==> src/hw/rtl/rsplt_pkg.sv <==
// ----------------------------------------------------------------------------
// rsplt_pkg
// Shared constants and types for the raw split tiler: register indexes,
// register reset values, field widths and default frame limits.
// ----------------------------------------------------------------------------
package rsplt_pkg;

    localparam int DEF_MAX_WIDTH  = 8192;
    localparam int DEF_MAX_HEIGHT = 8192;

    // Field widths of the stream items
    localparam int BYTE_W   = 8;
    localparam int IDX_W    = 26;
    localparam int S_DATA_W = 16;
    localparam int M_DATA_W = 48;

    // Configuration register widths
    localparam int CFG_DATA_W  = 14;
    localparam int CFG_IDX_W   = 2;
    localparam int CFG_WIDTH_W = 14;
    localparam int CFG_OVL_W   = 13;

    typedef enum logic [CFG_IDX_W-1:0] {
        CFG_IMAGE_WIDTH  = 2'd0,
        CFG_IMAGE_HEIGHT = 2'd1,
        CFG_OVERLAP      = 2'd2,
        CFG_REMOSAIC     = 2'd3
    } t_cfg_index;

    localparam logic [CFG_WIDTH_W-1:0] RST_IMAGE_WIDTH  = 14'd4096;
    localparam logic [CFG_WIDTH_W-1:0] RST_IMAGE_HEIGHT = 14'd3072;
    localparam logic [CFG_OVL_W-1:0]   RST_OVERLAP      = 13'd64;
    localparam logic                   RST_REMOSAIC     = 1'b1;

endpackage

==> src/hw/rtl/rsplt_coord.sv <==
// ----------------------------------------------------------------------------
// rsplt_coord
// Raster column/row counters with optional remosaic of the coordinates:
// positions 1 and 2 of each group of four are swapped on both axes, unless
// the swapped position would fall outside the frame.
// ----------------------------------------------------------------------------
module rsplt_coord #(
    parameter int MAX_WIDTH  = rsplt_pkg::DEF_MAX_WIDTH,
    parameter int MAX_HEIGHT = rsplt_pkg::DEF_MAX_HEIGHT,
    localparam int WW = $clog2(MAX_WIDTH + 1),
    localparam int CW = $clog2(MAX_WIDTH),
    localparam int HW = $clog2(MAX_HEIGHT + 1),
    localparam int RW = (MAX_HEIGHT > 1) ? $clog2(MAX_HEIGHT) : 1
) (
    input  logic          i_clk,
    input  logic          i_rst_n,
    input  logic          i_clear,
    input  logic          i_advance,
    input  logic [WW-1:0] i_width,
    input  logic [HW-1:0] i_height,
    input  logic          i_remosaic,
    output logic [CW-1:0] o_x,
    output logic [RW-1:0] o_y
);

    logic [CW-1:0] r_col;
    logic [RW-1:0] r_row;
    logic [CW-1:0] n_col;
    logic [RW-1:0] n_row;
    logic [WW-1:0] col_inc;
    logic [HW-1:0] row_inc;
    logic [1:0]    x_lo;
    logic [1:0]    y_lo;
    logic [WW-1:0] x_up;
    logic [HW-1:0] y_up;

    assign col_inc = WW'(r_col) + WW'(1);
    assign row_inc = HW'(r_row) + HW'(1);

    always_comb begin
        n_col = r_col;
        n_row = r_row;
        if (i_clear) begin
            n_col = '0;
            n_row = '0;
        end else if (i_advance) begin
            if (col_inc >= i_width) begin
                n_col = '0;
                n_row = (row_inc >= i_height) ? '0 : RW'(row_inc);
            end else begin
                n_col = CW'(col_inc);
            end
        end
    end

    always_ff @(posedge i_clk) begin
        if (!i_rst_n) begin
            r_col <= '0;
            r_row <= '0;
        end else begin
            r_col <= n_col;
            r_row <= n_row;
        end
    end

    // Swap positions 1 and 2 of each group of four; moving down never leaves the frame
    assign x_lo = 2'(r_col);
    assign y_lo = 2'(r_row);
    assign x_up = col_inc;
    assign y_up = row_inc;

    always_comb begin
        o_x = r_col;
        o_y = r_row;
        if (i_remosaic) begin
            if (x_lo == 2'd1 && x_up < i_width) begin
                o_x = CW'(x_up);
            end else if (x_lo == 2'd2) begin
                o_x = r_col - CW'(1);
            end
            if (y_lo == 2'd1 && y_up < i_height) begin
                o_y = RW'(y_up);
            end else if (y_lo == 2'd2) begin
                o_y = r_row - RW'(1);
            end
        end
    end

endmodule

==> src/hw/rtl/raw_split_tiler_with_remosaic_unit.sv <==
// ----------------------------------------------------------------------------
// raw_split_tiler_with_remosaic_unit
// Splits a raster raw pixel stream into a left and a right tile with an
// overlap band, repacking each 12-bit pixel into left-aligned bytes.
// ----------------------------------------------------------------------------
// Usage:
//   s_axis carries one pixel per item in raster order (upper byte, lower
//   byte). m_axis carries one write per item: tile in tuser, tile-local
//   element index and the two output bytes in tdata, and tlast set on the
//   final write caused by a pixel. Overlap pixels give two writes, left
//   tile first.
//   The cfg channel writes image width, image height, overlap and remosaic
//   enable; it is always ready. Writing width or height restarts the frame.
//   A pixel passes the coordinate, multiply and output registers before its
//   first write on m_axis. Throughput: one pixel per cycle outside the
//   overlap band if m_axis is ready; inside it, two writes per pixel.
//   The pipeline holds three items (coordinate stage, multiply stage, output
//   stage); the stages advance independently, and when m_axis stalls they
//   fill and then s_axis_tready drops.
//   Reset restores the register defaults (4096 x 3072, overlap 64,
//   remosaic on), clears the counters and empties the pipeline.
// ----------------------------------------------------------------------------
module raw_split_tiler_with_remosaic_unit #(
    parameter int MAX_WIDTH  = rsplt_pkg::DEF_MAX_WIDTH,
    parameter int MAX_HEIGHT = rsplt_pkg::DEF_MAX_HEIGHT
) (
    input  logic                                  i_clk,
    input  logic                                  i_rst_n,
    // cfg
    input  logic                                  i_cfg_valid,
    output logic                                  o_cfg_ready,
    input  logic [rsplt_pkg::CFG_IDX_W-1:0]       i_cfg_index,
    input  logic [rsplt_pkg::CFG_DATA_W-1:0]      i_cfg_data,
    // pixel input
    input  logic                                  s_axis_tvalid,
    output logic                                  s_axis_tready,
    // [7:0] upper_byte, [15:8] lower_byte
    input  logic [rsplt_pkg::S_DATA_W-1:0]        s_axis_tdata,
    // tile writes
    output logic                                  m_axis_tvalid,
    input  logic                                  m_axis_tready,
    // [25:0] element_index, [33:26] high_out, [41:34] low_out, [47:42] zero
    output logic [rsplt_pkg::M_DATA_W-1:0]        m_axis_tdata,
    // [0] tile_select
    output logic                                  m_axis_tuser,
    output logic                                  m_axis_tlast
);

    localparam int WW     = $clog2(MAX_WIDTH + 1);
    localparam int CW     = $clog2(MAX_WIDTH);
    localparam int HW     = $clog2(MAX_HEIGHT + 1);
    localparam int RW     = (MAX_HEIGHT > 1) ? $clog2(MAX_HEIGHT) : 1;
    localparam int HALF_W = WW - 1;
    localparam int IDX_W  = rsplt_pkg::IDX_W;
    localparam int BYTE_W = rsplt_pkg::BYTE_W;
    localparam int PAD_W  = rsplt_pkg::M_DATA_W - IDX_W - 2 * BYTE_W;

    // Configuration registers
    logic [rsplt_pkg::CFG_WIDTH_W-1:0] r_cfg_width;
    logic [rsplt_pkg::CFG_WIDTH_W-1:0] r_cfg_height;
    logic [rsplt_pkg::CFG_OVL_W-1:0]   r_cfg_overlap;
    logic                              r_cfg_remosaic;
    logic                              cfg_fire;
    logic                              geom_clear;

    assign o_cfg_ready = 1'b1;
    assign cfg_fire    = i_cfg_valid & o_cfg_ready;

    always_ff @(posedge i_clk) begin
        if (!i_rst_n) begin
            r_cfg_width    <= rsplt_pkg::RST_IMAGE_WIDTH;
            r_cfg_height   <= rsplt_pkg::RST_IMAGE_HEIGHT;
            r_cfg_overlap  <= rsplt_pkg::RST_OVERLAP;
            r_cfg_remosaic <= rsplt_pkg::RST_REMOSAIC;
        end else if (cfg_fire) begin
            case (rsplt_pkg::t_cfg_index'(i_cfg_index))
                rsplt_pkg::CFG_IMAGE_WIDTH:  r_cfg_width    <= i_cfg_data;
                rsplt_pkg::CFG_IMAGE_HEIGHT: r_cfg_height   <= i_cfg_data;
                rsplt_pkg::CFG_OVERLAP:
                    r_cfg_overlap <= i_cfg_data[rsplt_pkg::CFG_OVL_W-1:0];
                rsplt_pkg::CFG_REMOSAIC:     r_cfg_remosaic <= i_cfg_data[0];
                default: ;
            endcase
        end
    end

    assign geom_clear = cfg_fire &&
        (rsplt_pkg::t_cfg_index'(i_cfg_index) == rsplt_pkg::CFG_IMAGE_WIDTH ||
         rsplt_pkg::t_cfg_index'(i_cfg_index) == rsplt_pkg::CFG_IMAGE_HEIGHT);

    // Effective geometry: clamp width and height, saturate overlap at half width
    logic [WW-1:0]     eff_w;
    logic [HW-1:0]     eff_h;
    logic [HALF_W-1:0] half_w;
    logic [HALF_W-1:0] ovl;
    logic [WW-1:0]     tile_w;
    logic [HALF_W-1:0] left_only;

    always_comb begin
        if (32'(r_cfg_width) < 32'(4)) begin
            eff_w = WW'(4);
        end else if (32'(r_cfg_width) > 32'(MAX_WIDTH)) begin
            eff_w = WW'(MAX_WIDTH);
        end else begin
            eff_w = WW'(r_cfg_width);
        end
        if (r_cfg_height == '0) begin
            eff_h = HW'(1);
        end else if (32'(r_cfg_height) > 32'(MAX_HEIGHT)) begin
            eff_h = HW'(MAX_HEIGHT);
        end else begin
            eff_h = HW'(r_cfg_height);
        end
    end

    assign half_w    = eff_w[WW-1:1];
    assign ovl       = (32'(r_cfg_overlap) > 32'(half_w)) ? half_w : HALF_W'(r_cfg_overlap);
    assign tile_w    = WW'(half_w) + WW'(ovl);
    assign left_only = half_w - ovl;

    // Pipeline handshake
    logic r1_valid, r2_valid, r3_valid;
    logic s_fire, m_fire, done3;
    logic en1, en2, en3, mv12, mv23;

    assign s_fire = s_axis_tvalid & s_axis_tready;
    assign m_fire = m_axis_tvalid & m_axis_tready;

    logic r3_both, r3_phase, r3_ronly;

    assign done3 = m_fire & (~r3_both | r3_phase);
    assign en3   = ~r3_valid | done3;
    assign mv23  = r2_valid & en3;
    assign en2   = ~r2_valid | mv23;
    assign mv12  = r1_valid & en2;
    assign en1   = ~r1_valid | mv12;

    assign s_axis_tready = en1;

    // Stage 1: coordinates and byte repack
    logic [CW-1:0]     cur_x;
    logic [RW-1:0]     cur_y;
    logic [CW-1:0]     r1_x;
    logic [RW-1:0]     r1_y;
    logic [BYTE_W-1:0] r1_hi, r1_lo;

    rsplt_coord #(
        .MAX_WIDTH  (MAX_WIDTH),
        .MAX_HEIGHT (MAX_HEIGHT)
    ) u_coord (
        .i_clk      (i_clk),
        .i_rst_n    (i_rst_n),
        .i_clear    (geom_clear),
        .i_advance  (s_fire),
        .i_width    (eff_w),
        .i_height   (eff_h),
        .i_remosaic (r_cfg_remosaic),
        .o_x        (cur_x),
        .o_y        (cur_y)
    );

    always_ff @(posedge i_clk) begin
        if (!i_rst_n) begin
            r1_valid <= 1'b0;
        end else if (s_fire) begin
            r1_valid <= 1'b1;
        end else if (mv12) begin
            r1_valid <= 1'b0;
        end
    end

    always_ff @(posedge i_clk) begin
        if (s_fire) begin
            r1_x  <= cur_x;
            r1_y  <= cur_y;
            r1_hi <= {s_axis_tdata[3:0], s_axis_tdata[15:12]};
            r1_lo <= {s_axis_tdata[11:8], 4'h0};
        end
    end

    // Stage 2: row base product and tile classification
    logic [RW+WW-1:0]  row_prod;
    logic [IDX_W-1:0]  r2_base;
    logic [CW-1:0]     r2_x;
    logic [WW-1:0]     r2_xr;
    logic              r2_lonly, r2_ronly;
    logic [BYTE_W-1:0] r2_hi, r2_lo;

    assign row_prod = r1_y * tile_w;

    always_ff @(posedge i_clk) begin
        if (!i_rst_n) begin
            r2_valid <= 1'b0;
        end else if (en2) begin
            r2_valid <= r1_valid;
        end
    end

    always_ff @(posedge i_clk) begin
        if (mv12) begin
            r2_base  <= IDX_W'(row_prod);
            r2_x     <= r1_x;
            r2_xr    <= WW'(r1_x) - WW'(left_only);
            r2_lonly <= WW'(r1_x) < WW'(left_only);
            r2_ronly <= WW'(r1_x) >= tile_w;
            r2_hi    <= r1_hi;
            r2_lo    <= r1_lo;
        end
    end

    // Stage 3: output register, one or two writes per pixel
    logic [IDX_W-1:0]  r3_idx_l, r3_idx_r;
    logic [BYTE_W-1:0] r3_hi, r3_lo;
    logic              tile_sel;

    always_ff @(posedge i_clk) begin
        if (!i_rst_n) begin
            r3_valid <= 1'b0;
            r3_phase <= 1'b0;
        end else if (en3) begin
            r3_valid <= r2_valid;
            r3_phase <= 1'b0;
        end else if (m_fire) begin
            // first of two writes taken, advance to the right tile
            r3_phase <= 1'b1;
        end
    end

    always_ff @(posedge i_clk) begin
        if (mv23) begin
            r3_idx_l <= r2_base + IDX_W'(r2_x);
            r3_idx_r <= r2_base + IDX_W'(r2_xr);
            r3_both  <= ~r2_lonly & ~r2_ronly;
            r3_ronly <= r2_ronly;
            r3_hi    <= r2_hi;
            r3_lo    <= r2_lo;
        end
    end

    assign tile_sel      = r3_both ? r3_phase : r3_ronly;
    assign m_axis_tvalid = r3_valid;
    assign m_axis_tuser  = tile_sel;
    assign m_axis_tlast  = ~r3_both | r3_phase;
    assign m_axis_tdata  = {{PAD_W{1'b0}}, r3_lo, r3_hi, tile_sel ? r3_idx_r : r3_idx_l};

endmodule

==> config.mk <==
export PLATFORM = sky130hd
export DESIGN_NAME = raw_split_tiler_with_remosaic_unit
export DESIGN_NICKNAME = d
export VERILOG_FILES = /design/src/hw/rtl/rsplt_pkg.sv /design/src/hw/rtl/rsplt_coord.sv /design/src/hw/rtl/raw_split_tiler_with_remosaic_unit.sv
export SDC_FILE = /design/constraint.sdc
export NUM_CORES = 1
export LEC_CHECK = 0
export BUFFER_PORTS_ARGS = -buffer_cell sky130_fd_sc_hd__buf_2
export CAP_MARGIN = 20
export CELL_PAD_IN_SITES_DETAIL_PLACEMENT = 0
export CELL_PAD_IN_SITES_GLOBAL_PLACEMENT = 1
export CORE_MARGIN = 5
export CORE_UTILIZATION = 54
export DETAILED_ROUTE_END_ITERATION = 10
export HOLD_SLACK_MARGIN = 0.1
export PLACE_DENSITY_LB_ADDON = 0.08
export REMOVE_ABC_BUFFERS = 1
export SYNTH_ARGS = -nofsm -noshare
export SYNTH_HDL_FRONTEND = slang
export SYNTH_HIERARCHICAL = 1
export SYNTH_SLANG_ARGS = --single-unit
==> constraint.sdc <==
create_clock -name i_clk -period 17.46 [get_ports i_clk]
set_input_delay 1.746 -clock i_clk [delete_from_list [all_inputs] [get_ports i_clk]]
set_output_delay 1.746 -clock i_clk [all_outputs]
set_load 0.01 [all_outputs]
==> metrics.md <==
| Metric | Value |
|---|---|
| Hold WC Path Type | reg -> reg |
| HP Start | r2_lo[5] |
| Leakage | 9.87 nW |
| Sequential cell area fraction in the yosys report | 0.315 |
| CP startpoint kind | flip-flop |
| Worst path arrival time | 11.02 ns |
| Die area | 42700 um^2 |
| Fin crit share | 0.614 |
| Post-route ant nets | 0 |
| Setup TNS | 0 ns |
| Area contributors post-synth | edfxtp_1, fa_1, ha_1 |
| Final count of hold timing violations | 0 |
| Worst path max stage delay | 0.69 ns |
| DRC errors left | 0 |
| Multi-input logic area | 12800 um^2 |
| Yosys Warn Count | 6 |
| Register Area | 6580 um^2 |
| Post-layout util | 0.587 |
| Port Buffers | 74 |
| Top cell type's share of synthesized area | 0.246 |
| Tot GR Track Use | 0.215 |
| TritonCTS Buffers | 28 |
| TritonCTS clock tree | yes |
| Hold Buf Count CTS | 0 |
| Slowest-stage cell, CP | a2111oi_0 |
| FMAX | 93.3 MHz |
| Syn avg cell area | 9.50 um^2 |
| Ys async rst share | 0 |
| Die H | 207 um |
| Pin count of the biggest net entering global routing | 68 |
| Layout cells sized above 1 | 0.0846 |
| Post_cts resized | 0 |
| Die W | 207 um |
| Primary FF master, synth | edfxtp_1 |
| Worst-path clk slew | 0.06 ns |
| First-pass GRT wire length | 75100 um |
| Worst Path Required | 17.77 ns |
| Std cell rows | 72 |
| Hold_ws | 0.418 ns |
| Slew headroom | 0.300 |
| Number of flops mapped to enable cells by yosys | 171 |
| FILL cells | 3446 |
| Slew @ Worst Pin | 1.05 ns |
| Setup Fix Bufs, Post-CTS | 0 |
| WL final | 45100 um |
| Worst setup EP type | flip-flop |
| Most numerous cell in the Yosys netlist | inv_1 |
| Power per Cell Area | 93.0 nW/um^2 |
| Leading area contributor after synthesis | edfxtp_1 |
| Post-Synthesis Cells | 2196 |
| Seq cells post-synth | 243 |
| Starting density of the core | 0.542 |
| Drt wl/cell | 16.3 um |
| Grt total ovfl | 0 |
| Vias | 14900 |
| Dpl hpwl | 36100 um |
| Clock tree sinks | 243 |
| CP Class | reg -> reg |
| CTS max path bufs | 3 |
| Max Cap Viol | 0 |
| Gpl congestion | 0.836 |
| Maximum VDD drop | 72.7 uV |
| Vias/cell | 5.39 |
| Post-synthesis cell type count | 80 |
| Ports | 90 |
| Final setup viols | 0 |
| Slew Viols, Final | 0 |
| Post-synth top cells | inv_1, nand2_1, ha_1, edfxtp_1, fa_1 |
| Initial detailed-routing violation count | 749 |
| First-pass detailed-route iteration total | 6 |
| Area delta synth->final | 8.31% |
| Most used cell, CP | fa_1 |
| H-Tree Depth | 1 |
| Root Buffer | clkbuf_16 |
| Critical Path Start | r_cfg_width[2] |
| R2R Setup Slk | 6.75 ns |
| Clock skew | 0.0122 ns |
| Number of global-route vias before repair | 14800 |
| Status | finished, final reports clean |
| RSZ-0062 raised after global routing | no |
| Worst Path Max Fanout | 35 |
| Reg-to-Reg Start | r_cfg_width[2] |
| Cell area after synthesis | 20900 um^2 |
| Initial antenna violation count | 0 |
| Area of the core | 38500 um^2 |
| Ant diodes | 0 |
| Fin nets | 2596 |
| Clk_lat worst skew | 0.56 ns |
| Final min period | 10.71 ns |
==> per-layer routing <==
metal | part of all wire | track usage
met1 | 0.46 | 0.294
met2 | 0.48 | 0.367
met3 | 0.038 | 0.0254
met4 | 0.022 | 0.0544
met5 | 0 | 0
==> area by class of cell <==
class                   instances  area share
multi-input cells            1581       0.568
flip-flops and latches        243       0.291
inverters                     277      0.0460
clock buffers                  35      0.0340
well taps                     518      0.0287
repair buffers                 93      0.0227
clock inverters                17     0.00914
==> metrics by stage <==
step | setup slack (ns) | std cells | cell area [um^2] | power, mW
after floorplan | 7.24 | 2101 | 20400 | 1.32
after global placement | 7.02 | 2712 | 21600 | 1.49
after detailed placement | 6.85 | 2712 | 21600 | 1.50
after CTS | 6.84 | 2764 | 22600 | 2.12
after global routing | 5.85 | 2764 | 22600 | 2.26
final | 6.75 | 2764 | 22600 | 2.10
==> sequential cells by signal, indices dropped and copies added (netlist names), 14 cells and up <==
register / count
r2_base: 26
r_cfg_height: 14
r_cfg_width: 14
r3_idx_l: 26
r3_idx_r: 26
r2_xr: 14
==> report_power, final <==
part	internal, mW	leakage [nW]	total (mW)	switching, mW
Clock	0.372	0.464	0.611	0.239
Combinational	0.315	7.19	0.750	0.435
Sequential	0.704	2.21	0.739	0.0354
==> final timing paths <==
path                                    end  depth (start not counted)
worst max-delay path            r2_base[24]                         39
worst min-delay path               r3_lo[5]                          0
worst max register to register  r2_base[24]                         39
worst min register to register     r3_lo[5]                          0
==> worst max-delay path, delay by kind of cell, from the launching register on <==
kind	cells	cell delay (ns)
AOI/OAI and AO/OA	13	3.69
xor gates and xnor gates	2	0.23
adders and majority gates	9	3.88
buffers and inverters	7	0.88
DFF	1	0.32
and+or+nand+nor	8	1.43
==> cell families (layout without fill, tap and decap cells) <==
logic type | after synthesis | count (layout) | synth area share
multiplexers | 52 | 52 | 0.0266
AND/OR/NAND/NOR | 686 | 686 | 0.162
AO/OA/AOI/OAI | 367 | 367 | 0.117
buffers and inverters | 381 | 422 | 0.0734
other | 2 | 11 | 0.000360
XOR/XNOR | 130 | 130 | 0.0553
adder cells (fa/ha/maj) | 335 | 335 | 0.250
flip-flops | 243 | 243 | 0.315
==> cells in the final DEF (no fill, tap or decap), types with 7 or more instances in the layout <==
master,instances
nand2b_1,17
inv_1,277
mux2i_1,24
xnor2_1,73
a21o_1,32
nor3b_1,8
nand3_1,58
and3_1,19
a31oi_1,10
clkbuf_16,29
edfxtp_1,171
nor4_1,11
conb_1,11
ha_1,199
buf_4,19
o21a_1,29
nor2b_1,51
buf_2,74
nor3_1,25
a32o_1,7
nor2_1,97
o211ai_1,8
dfxtp_1,72
mux2_2,27
a21boi_0,42
nand2_1,258
fa_1,136
xor2_1,56
and2_1,92
a211oi_1,15
o21ai_0,69
o31ai_1,7
nand4_1,17
a21oi_1,93
No activity file was read; power rests on OpenSTA's default activity.
